<file path="src/hdl/lsi_pkg.sv">
// ----------------------------------------------------------------------------
// lsi_pkg
// Shared types and constants for the text line start indexer.
// ----------------------------------------------------------------------------
`default_nettype none

package lsi_pkg;

    localparam logic [7:0] NEWLINE_BYTE = 8'd10;

    // Register indexes on the configuration port
    localparam logic REG_START_LINE   = 1'b0;
    localparam logic REG_START_COLUMN = 1'b1;

    typedef enum logic [1:0] {
        CMD_DATA    = 2'd0,
        CMD_QUERY   = 2'd1,
        CMD_DISABLE = 2'd2,
        CMD_ENABLE  = 2'd3
    } t_cmd;

    typedef enum logic [1:0] {
        ST_IDLE,
        ST_SCAN,
        ST_FINISH
    } t_scan_state;

    typedef struct packed {
        t_cmd        cmd;
        logic [7:0]  data_byte;
        logic [31:0] location;
    } t_in_item;

    typedef struct packed {
        logic [31:0] line_number;
        logic [31:0] column;
        logic        beyond_end;
        logic        table_overflow;
    } t_out_item;

    // Query request handed to the scan unit
    typedef struct packed {
        logic        start;
        logic [31:0] pos;
        logic [31:0] run_loc;
    } t_scan_req;

    // Scan result, held until taken
    typedef struct packed {
        logic        valid;
        logic [31:0] column;
        logic        beyond_end;
    } t_scan_res;

endpackage

`default_nettype wire

</file>
<file path="src/hdl/lsi_scan.sv">
// ----------------------------------------------------------------------------
// lsi_scan
// Query engine: walks the line start table one entry per cycle.
// ----------------------------------------------------------------------------
`default_nettype none

module lsi_scan #(
    parameter int MAX_LINES = 1024
) (
    input  wire logic                               i_clk,
    input  wire logic                               i_rst_n,
    input  wire lsi_pkg::t_scan_req                 i_req,
    input  wire logic [$clog2(MAX_LINES+1)-1:0]     i_count,
    input  wire logic [31:0]                        i_start_column,
    input  wire logic                               i_take,
    output logic                                    o_busy,
    output logic                                    o_rd_en,
    output logic      [$clog2(MAX_LINES)-1:0]       o_rd_addr,
    input  wire logic [31:0]                        i_rd_data,
    output lsi_pkg::t_scan_res                      o_res,
    output logic      [$clog2(MAX_LINES+1)-1:0]     o_line_idx
);

    localparam int AW = $clog2(MAX_LINES);
    localparam int CW = $clog2(MAX_LINES + 1);

    lsi_pkg::t_scan_state r_state, n_state;

    logic [31:0]   r_pos;
    logic [31:0]   r_run;
    logic [CW-1:0] r_n;
    logic [CW-1:0] r_issue;
    logic          r_chk_valid;
    logic [CW-1:0] r_chk_idx;
    logic [31:0]   r_prev;
    logic [CW-1:0] r_line;
    logic [31:0]   r_col;
    logic          r_beyond;

    logic w_decide;
    logic w_past;       // location lies beyond the entry just read
    logic w_last;       // entry just read is the last recorded one

    assign w_decide = (r_state == lsi_pkg::ST_SCAN) && r_chk_valid;
    assign w_past   = r_pos > i_rd_data;
    assign w_last   = r_chk_idx == (r_n - CW'(1));

    // next state
    always_comb begin
        n_state = r_state;
        unique case (r_state)
            lsi_pkg::ST_IDLE: begin
                if (i_req.start) begin
                    n_state = (i_count == '0) ? lsi_pkg::ST_FINISH : lsi_pkg::ST_SCAN;
                end
            end
            lsi_pkg::ST_SCAN: begin
                if (w_decide && (!w_past || w_last)) begin
                    n_state = lsi_pkg::ST_FINISH;
                end
            end
            lsi_pkg::ST_FINISH: begin
                if (i_take) begin
                    n_state = lsi_pkg::ST_IDLE;
                end
            end
            default: n_state = lsi_pkg::ST_IDLE;
        endcase
    end

    // outputs
    always_comb begin
        o_busy           = r_state != lsi_pkg::ST_IDLE;
        o_rd_en          = r_state == lsi_pkg::ST_SCAN;
        o_rd_addr        = r_issue[AW-1:0];
        o_res.valid      = r_state == lsi_pkg::ST_FINISH;
        o_res.column     = r_col;
        o_res.beyond_end = r_beyond;
        o_line_idx       = r_line;
    end

    always_ff @(posedge i_clk) begin
        if (!i_rst_n) begin
            r_state <= lsi_pkg::ST_IDLE;
        end else begin
            r_state <= n_state;
        end
    end

    always_ff @(posedge i_clk) begin
        if (r_state == lsi_pkg::ST_IDLE && i_req.start) begin
            r_pos       <= i_req.pos;
            r_run       <= i_req.run_loc;
            r_n         <= i_count;
            r_issue     <= '0;
            r_chk_valid <= 1'b0;
            // empty table: whole stream is the first line
            r_line      <= '0;
            r_col       <= i_start_column + i_req.pos;
            r_beyond    <= 1'b0;
        end else if (r_state == lsi_pkg::ST_SCAN) begin
            r_issue     <= r_issue + CW'(1);
            r_chk_valid <= 1'b1;
            r_chk_idx   <= r_issue;
            if (w_decide) begin
                r_prev <= i_rd_data;
                if (w_past) begin
                    if (w_last) begin
                        r_line   <= r_n;
                        r_beyond <= r_pos > r_run;
                        r_col    <= (r_pos > r_run) ? 32'd0 : r_pos - i_rd_data;
                    end
                end else if (r_pos == i_rd_data) begin
                    // exactly on a line start: first column of that line
                    r_line <= r_chk_idx + CW'(1);
                    r_col  <= 32'd0;
                end else begin
                    r_line <= r_chk_idx;
                    r_col  <= (r_chk_idx == '0) ? i_start_column + r_pos : r_pos - r_prev;
                end
            end
        end
    end

endmodule

`default_nettype wire

</file>
<file path="config.mk">
export PLATFORM = sky130hd
export DESIGN_NAME = lsi_scan
export DESIGN_NICKNAME = d
export VERILOG_FILES = /design/src/hdl/lsi_pkg.sv /design/src/hdl/lsi_scan.sv
export SDC_FILE = /design/constraint.sdc
export NUM_CORES = 1
export LEC_CHECK = 0
export ABC_CLOCK_PERIOD_IN_PS = 4700
export CAP_MARGIN = 30
export CORE_MARGIN = 2
export CORE_UTILIZATION = 59
export DETAILED_ROUTE_END_ITERATION = 8
export DONT_BUFFER_PORTS = 1
export GPL_ROUTABILITY_DRIVEN = 1
export HOLD_SLACK_MARGIN = 0.08
export PLACE_DENSITY = 0.78
export SETUP_SLACK_MARGIN = 0.05
export SLEW_MARGIN = 20
export SYNTH_ARGS = -nofsm -noshare
export SYNTH_HDL_FRONTEND = slang
export SYNTH_SLANG_ARGS = --single-unit
</file>
<file path="constraint.sdc">
create_clock -name i_clk -period 4.7 [get_ports i_clk]
set_clock_uncertainty 0.05 [all_clocks]
set_input_delay 0.47 -clock i_clk [delete_from_list [all_inputs] [get_ports i_clk]]
set_output_delay 0.47 -clock i_clk [all_outputs]
set_load 0.005 [all_outputs]
</file>
== Yosys cells after proc, flatten, opt, wreduce, memory -nomap -nowiden ==
Cells that the tools add are included.
Widths: inputs -> output; s select.

* Bitwise logic cells: 1
* Eq/ne operators: 9
* Muxes and demuxes: 16
* $lt $le $gt $ge: 2
* Reduce and logical (&&, ||, !) cells: 17
* $add $sub $neg: 7

{| class="wikitable"
|+ Operator list
! cell !! number
|-
| $mux 32 || 8
|-
| $add 32x32->32 || 2
|-
| $gt 32x32->1 || 2
|-
| $sub 32x32->32 || 2
|-
| $mux 11 || 3
|-
| $eq 32x32->1 || 1
|-
| $add 11x1->11 const B || 2
|-
| $logic_not 11->1 || 2
|-
| $reduce_and 3->1 || 4
|-
| $eq 11x11->1 || 1
|-
| $sub 11x1->11 const B || 1
|-
| $mux 2 || 4
|-
| $pmux 2 s3 || 1
|-
| $reduce_bool 2->1 || 3
|-
| $ne 2x1->1 const B || 2
|-
| $ne 2x2->1 const B || 2
|-
| $reduce_and 4->1 || 1
|-
| $logic_and 1x1->1 || 3
|-
| $ne 3x1->1 const B || 1
|-
| $eq 2x1->1 const B || 1
|-
| $eq 2x2->1 const B || 1
|-
| $logic_not 2->1 || 1
|-
| $reduce_and 2->1 || 1
|-
| $logic_not 1->1 || 1
|-
| 2 further kinds || 2
|}

* Output and inout bits: 57
* Word-level logic and storage cells: 63
* Register bits: 176
* Input bits: 143

== Logic depth before layout (Yosys ltp) ==
* Depth in word-level cells: 7
* Mapped depth: 21
* Gate-level depth less buffers: 20

== Worst setup path before layout ==
OpenSTA, ideal clock, no wires.

* Kind: register to register
* From: register r_prev[4]
* To: register r_col[30], data pin
* Path buffers: 1
* Data arrival time: 4.295 ns
* Required time: 4.377 ns
* Period minus slack after synthesis: 4.618 ns
* Setup time: 0.273 ns
* Slack: 0.082 ns
* Cell stages (with the launch flop): 21
* Cell sequence: edfxtp_1 -> or3_4 -> nor2_4 -> nand4_4 -> or3_4 -> or4_4 -> or2_4 -> nor2_1 -> xor2_1 -> a21oi_1 -> ha_1 -> clkbuf_1 -> a21o_1 -> a21oi_1 -> nor2b_1 -> o21ai_0 -> nor4bb_1 -> a22oi_1 -> xnor2_1 -> a21oi_1 -> a22oi_1

* Cells in the longest elaborated chain, start to end: 7

{| class="wikitable"
|+ Ends and longest elaborated chain
! item !! RTL line !! source
|-
| from (decl) || lsi_scan.sv:35 || <nowiki>logic [31:0] r_prev;</nowiki>
|-
| from (signal assigned) || lsi_scan.sv:106 || <nowiki>r_prev <= i_rd_data;</nowiki>
|-
| $sub 32x32->32 || lsi_scan.sv:119 || <nowiki>r_col <= (r_chk_idx == '0) ? i_start_column + r_pos : r_pos - r_prev;</nowiki>
|-
| $mux 32 || lsi_scan.sv:119 ||
|-
| $mux 32 || lsi_scan.sv:113 || <nowiki>end else if (r_pos == i_rd_data) begin</nowiki>
|-
| $mux 32 || lsi_scan.sv:107 || <nowiki>if (w_past) begin</nowiki>
|-
| $mux 32 || lsi_scan.sv:105 || <nowiki>if (w_decide) begin</nowiki>
|-
| $mux 32 || lsi_scan.sv:101 || <nowiki>end else if (r_state == lsi_pkg::ST_SCAN) begin</nowiki>
|-
| $mux 32 || lsi_scan.sv:91 || <nowiki>if (r_state == lsi_pkg::ST_IDLE && i_req.start) begin</nowiki>
|-
| to (signal assigned) || lsi_scan.sv:99 || <nowiki>r_col <= i_start_column + i_req.pos;</nowiki>
|-
| to (signal assigned) || lsi_scan.sv:111 || <nowiki>r_col <= (r_pos > r_run) ? 32'd0 : r_pos - i_rd_data;</nowiki>
|-
| to (signal assigned) || lsi_scan.sv:119 ||
|-
| to (decl) || lsi_scan.sv:37 || <nowiki>logic [31:0] r_col;</nowiki>
|}

No other way between the ends. The select of a mux whose other input is x is not followed.
A chain may end at the register's enable or synchronous reset.

== Worst setup path in the final report ==
* From: register r_prev[8]
* To: register r_col[31], data pin

The elaborated chain is that of the path after synthesis.

==> metrics.txt <==
outcome finished clean; CP cell instances or3_4 -> nor2_4 -> nand4_4 -> or3_4 -> or4_4 -> or2_4 -> nor2_4 -> xor2_1 -> a21oi_1 -> ha_1 -> buf_6 -> a21oi_2 -> o211ai_1 -> o211ai_1 -> a31oi_2 -> or3_1 -> nand3_1 -> a31oi_1; # IOs 200; gr ovfl total 0; number of buffers created by CTS 17; final hold violations 0; ys flop type edfxtp_1; DRC viols 0; compound-gate portion of the synthesized area 0.2017; largest net degree at the start of global routing just over 70; Mapped Area about 0.014 mm^2; Netlist cell types between 70 and 80; xor and xnor fraction of the mapped netlist area 0.08949; area growth from synthesis to layout 18.14%; endpoint class of the critical path flip-flop; WP data arrival approximately 4700 ps; critical path required time between 4000 and 5000 ps; clk buf depth 2; Yosys warnings 0; FF+latch count, synth roughly 180; CTS tree yes; root buffer cell clkbuf_16; simple-gate share of the synthesized area 0.1517; vias per cell roughly 6.3; cell with the largest stage delay on the worst path or3_4; crit path launch type flip-flop; gpl congestion slightly below 1; clk sinks between 150 and 200; Max-Cap Viols 0; core area 0.02264 mm^2; Initial Util 0.6009; Die W approximately 160 um; Adder-Cell Fraction of Synth Area 0.1313; switching part of the total 0.3512; Slew @ Worst Pin between 700 and 800 ps; share of layout cells above drive strength 1 0.09175; die height about 160 um; Placement Cell Area ~0.014 mm^2; number of synthesized flops with an enable pin 150; Final Max Tran Viols 0; critical path class flip-flop to flip-flop; # rows 55; main combinational cell family by area after synthesis compound AO/OA/AOI/OAI gates; die area approximately 0.024 mm^2; Clock Power Share 0.298; RSZ-0062 raised after global routing true; ANT nets after route 0; Tot GR Track Use 0.3292; sequential share of power 0.398; IO Port Bufs 0; min cycle time layout 4588 ps; min-delay worst type input pin to flip-flop; crit-path max FO 4; Tcrit/Tclk final 0.9763; design internal power 3.298 mW; dpl ws between 40 and 50 ps; Comb power frac 0.304; Synth Instances about 1500; Post-DP HPWL about 30 mm; Wirelength per Cell 21.33 um; Final Worst Setup Slack around 110 ps; htree depth 4; initial antenna violation count 1; Critical Path Max Stage Delay roughly 440 ps; placed insts between 1500 and 2000; final wirelength 40.53 mm; syn_nets roughly 1800; PwrDens roughly 320 mW/mm^2; first-pass GRT wire length 61.44 mm; P_leak ~6.7 nW; nets@finish 1884; Finished Layout Cells 1900; post-synthesis mux area share 0.009749; ys async rst share 0; latest clock arrival within the worst-skew pair around 450 ps; via count approximately 12000; switching power total between 1.5 and 2 mW; final instance area between 0.015 and 0.02 mm^2; maximum VDD drop between 0.0002 and 0.00025 V; TritonRoute pass-1 iters 5; Seq/Total Area, Yosys 0.3694; achievable clock frequency ~220 MHz; Worst slew margin 0.4933; Reg clk slew, reported paths 80 ps; # setup viols final 0; Post-Syn Area per Cell ~9.3 um^2; vias in the first global route 11570; initial DRC count ~1100
## layout by cell type (no fill, tap or decap), types with 56 or more instances in the layout
master,Yosys,final
a21oi_1,164,158
buf_4,12,60
dlygate4sd3_1,0,107
edfxtp_1,150,150
ha_1,138,136
inv_1,100,98
nand2_1,98,98
nor2_1,127,123
o21ai_0,67,65
xnor2_1,83,83
xor2_1,56,56
## logic make-up (layout without fill, tap and decap cells)
group                      count (synthesis)  after routing
and+or+nand+nor                          411            411
muxes                                     13             13
buffers and inverters                    156            301
adders and majority gates                141            141
AOI/OAI and AO/OA                        432            432
DFF                                      176            176
other                                      0              2
xor gates and xnor gates                 139            139
## routing by layer
metal / routed length, um / share of wire / track usage / vias up
met5: 0 / 0 / 0 / -
met4: 1016 / 0.025 / 0.09524 / 0
met3: 4403 / 0.11 / 0.09472 / 82
met2: 18300 / 0.45 / 0.5247 / 571
met1: 16800 / 0.41 / 0.4386 / 5609
li1: - / - / - / 5662
## sequential cells by signal (all words and copies together) (netlist names)
| name | flops |
|---|---|
| o_line_idx | 11 |
| r_beyond | 1 |
| r_pos | 32 |
| r_state | 2 |
| r_n | 11 |
| r_issue | 11 |
| r_prev | 32 |
| r_chk_idx | 11 |
| r_chk_valid | 1 |
| r_col | 32 |
| r_run | 32 |
## critical path: cells and delay by family, from the launching register on
family | cells | cell delay, ps
and+or+nand+nor | 9 | 2310
xor gates and xnor gates | 1 | 190
adders and majority gates | 1 | 360
AOI/OAI and AO/OA | 6 | 820
DFF | 1 | 420
buffers and inverters | 1 | 140
## power by group through the flow
| stage | sequential [mW] | combinational [mW] | clock (mW) |
|---|---|---|---|
| after global routing | 2.04 | 1.69 | 1.59 |
| final | 2.02 | 1.54 | 1.52 |
| after global placement | 2.05 | 1.37 | 0 |
| after floorplan | 2.01 | 1.03 | 0 |
| after detailed placement | 2.05 | 1.39 | 0 |
| after CTS | 2.02 | 1.48 | 1.53 |
## cell type report
| cell class | instances | area [um^2] |
|---|---|---|
| Tap cell | 285 | 356.6 |
| Clock inverter | 15 | 209.0 |
| Inverter | 100 | 380.4 |
| Timing Repair Buffer | 169 | 1553 |
| Fill cell | 1711 | 6569 |
| Clock buffer | 17 | 425.4 |
| Multi-Input combinational cell | 1136 | 8118 |
| Sequential cell | 176 | 5025 |
| Antenna cell | 2 | 5.005 |
## Yosys cell counts, types with 4 or more instances
cell type | n | area, um^2
a211o_1 | 8 | 70.07
nand3_1 | 36 | 180.2
a21o_1 | 52 | 390.4
a211oi_1 | 10 | 75.07
mux2i_1 | 11 | 110.1
or4_1 | 5 | 37.54
o22ai_1 | 4 | 25.02
dfxtp_1 | 26 | 520.5
a221oi_1 | 26 | 227.7
o21ai_0 | 67 | 335.3
nor4_1 | 10 | 62.56
nand2b_1 | 11 | 68.82
nand2_1 | 98 | 367.9
and4_1 | 7 | 61.31
a22oi_1 | 7 | 52.55
a21boi_0 | 5 | 37.54
edfxtp_1 | 150 | 4504
inv_1 | 100 | 375.4
ha_1 | 138 | 1727
or3_1 | 19 | 118.9
o211ai_1 | 9 | 67.56
nor2_1 | 127 | 476.7
buf_2 | 4 | 20.02
a21oi_1 | 164 | 820.8
nand4_1 | 18 | 112.6
o31ai_1 | 4 | 30.03
and3_1 | 15 | 93.84
nor2b_1 | 17 | 106.4
nor3_1 | 19 | 95.09
and2_1 | 8 | 50.05
o21a_1 | 15 | 112.6
clkbuf_1 | 38 | 142.6
xor2_1 | 56 | 490.5
buf_4 | 12 | 90.09
a31oi_1 | 11 | 68.82
o21bai_1 | 12 | 90.09
xnor2_1 | 83 | 727.0
## final timing paths
check                                 start     endpoint  slack, ps  cells after the start
worst max register to register    r_prev[8]    r_col[31]        110                     18
worst max-delay path              r_prev[8]    r_col[31]        110                     18
worst min register to register  r_chk_valid  r_chk_valid        420                      2
worst min-delay path                i_rst_n   r_state[1]        120                      1
## per-stage QoR
| step | total power, mW | TNS, ps | hold WS (ps) | util |
|---|---|---|---|---|
| final | 5.084 | 0 | 121.0 | 0.7099 |
| after global routing | 5.318 | -36.66 | 116.2 | 0.7098 |
| after CTS | 5.027 | 0 | 115.3 | 0.7009 |
| after detailed placement | 3.441 | 0 | 389.0 | 0.6243 |
| after global placement | 3.420 | 0 | 389.3 | 0.6243 |
| after floorplan | 3.041 | 0 | 378.0 | - |
## what timing repair did
item / CTS / global route
resized for setup: 1 / 37
setup endpoints to repair: 1 / 14
buffers inserted: 3 / 5
pin swaps: 2 / 25
hold buffers: 107 / 0
endpoints found under the hold margin: 107 / 0
Note: power is estimated with default switching activity, not from simulation.
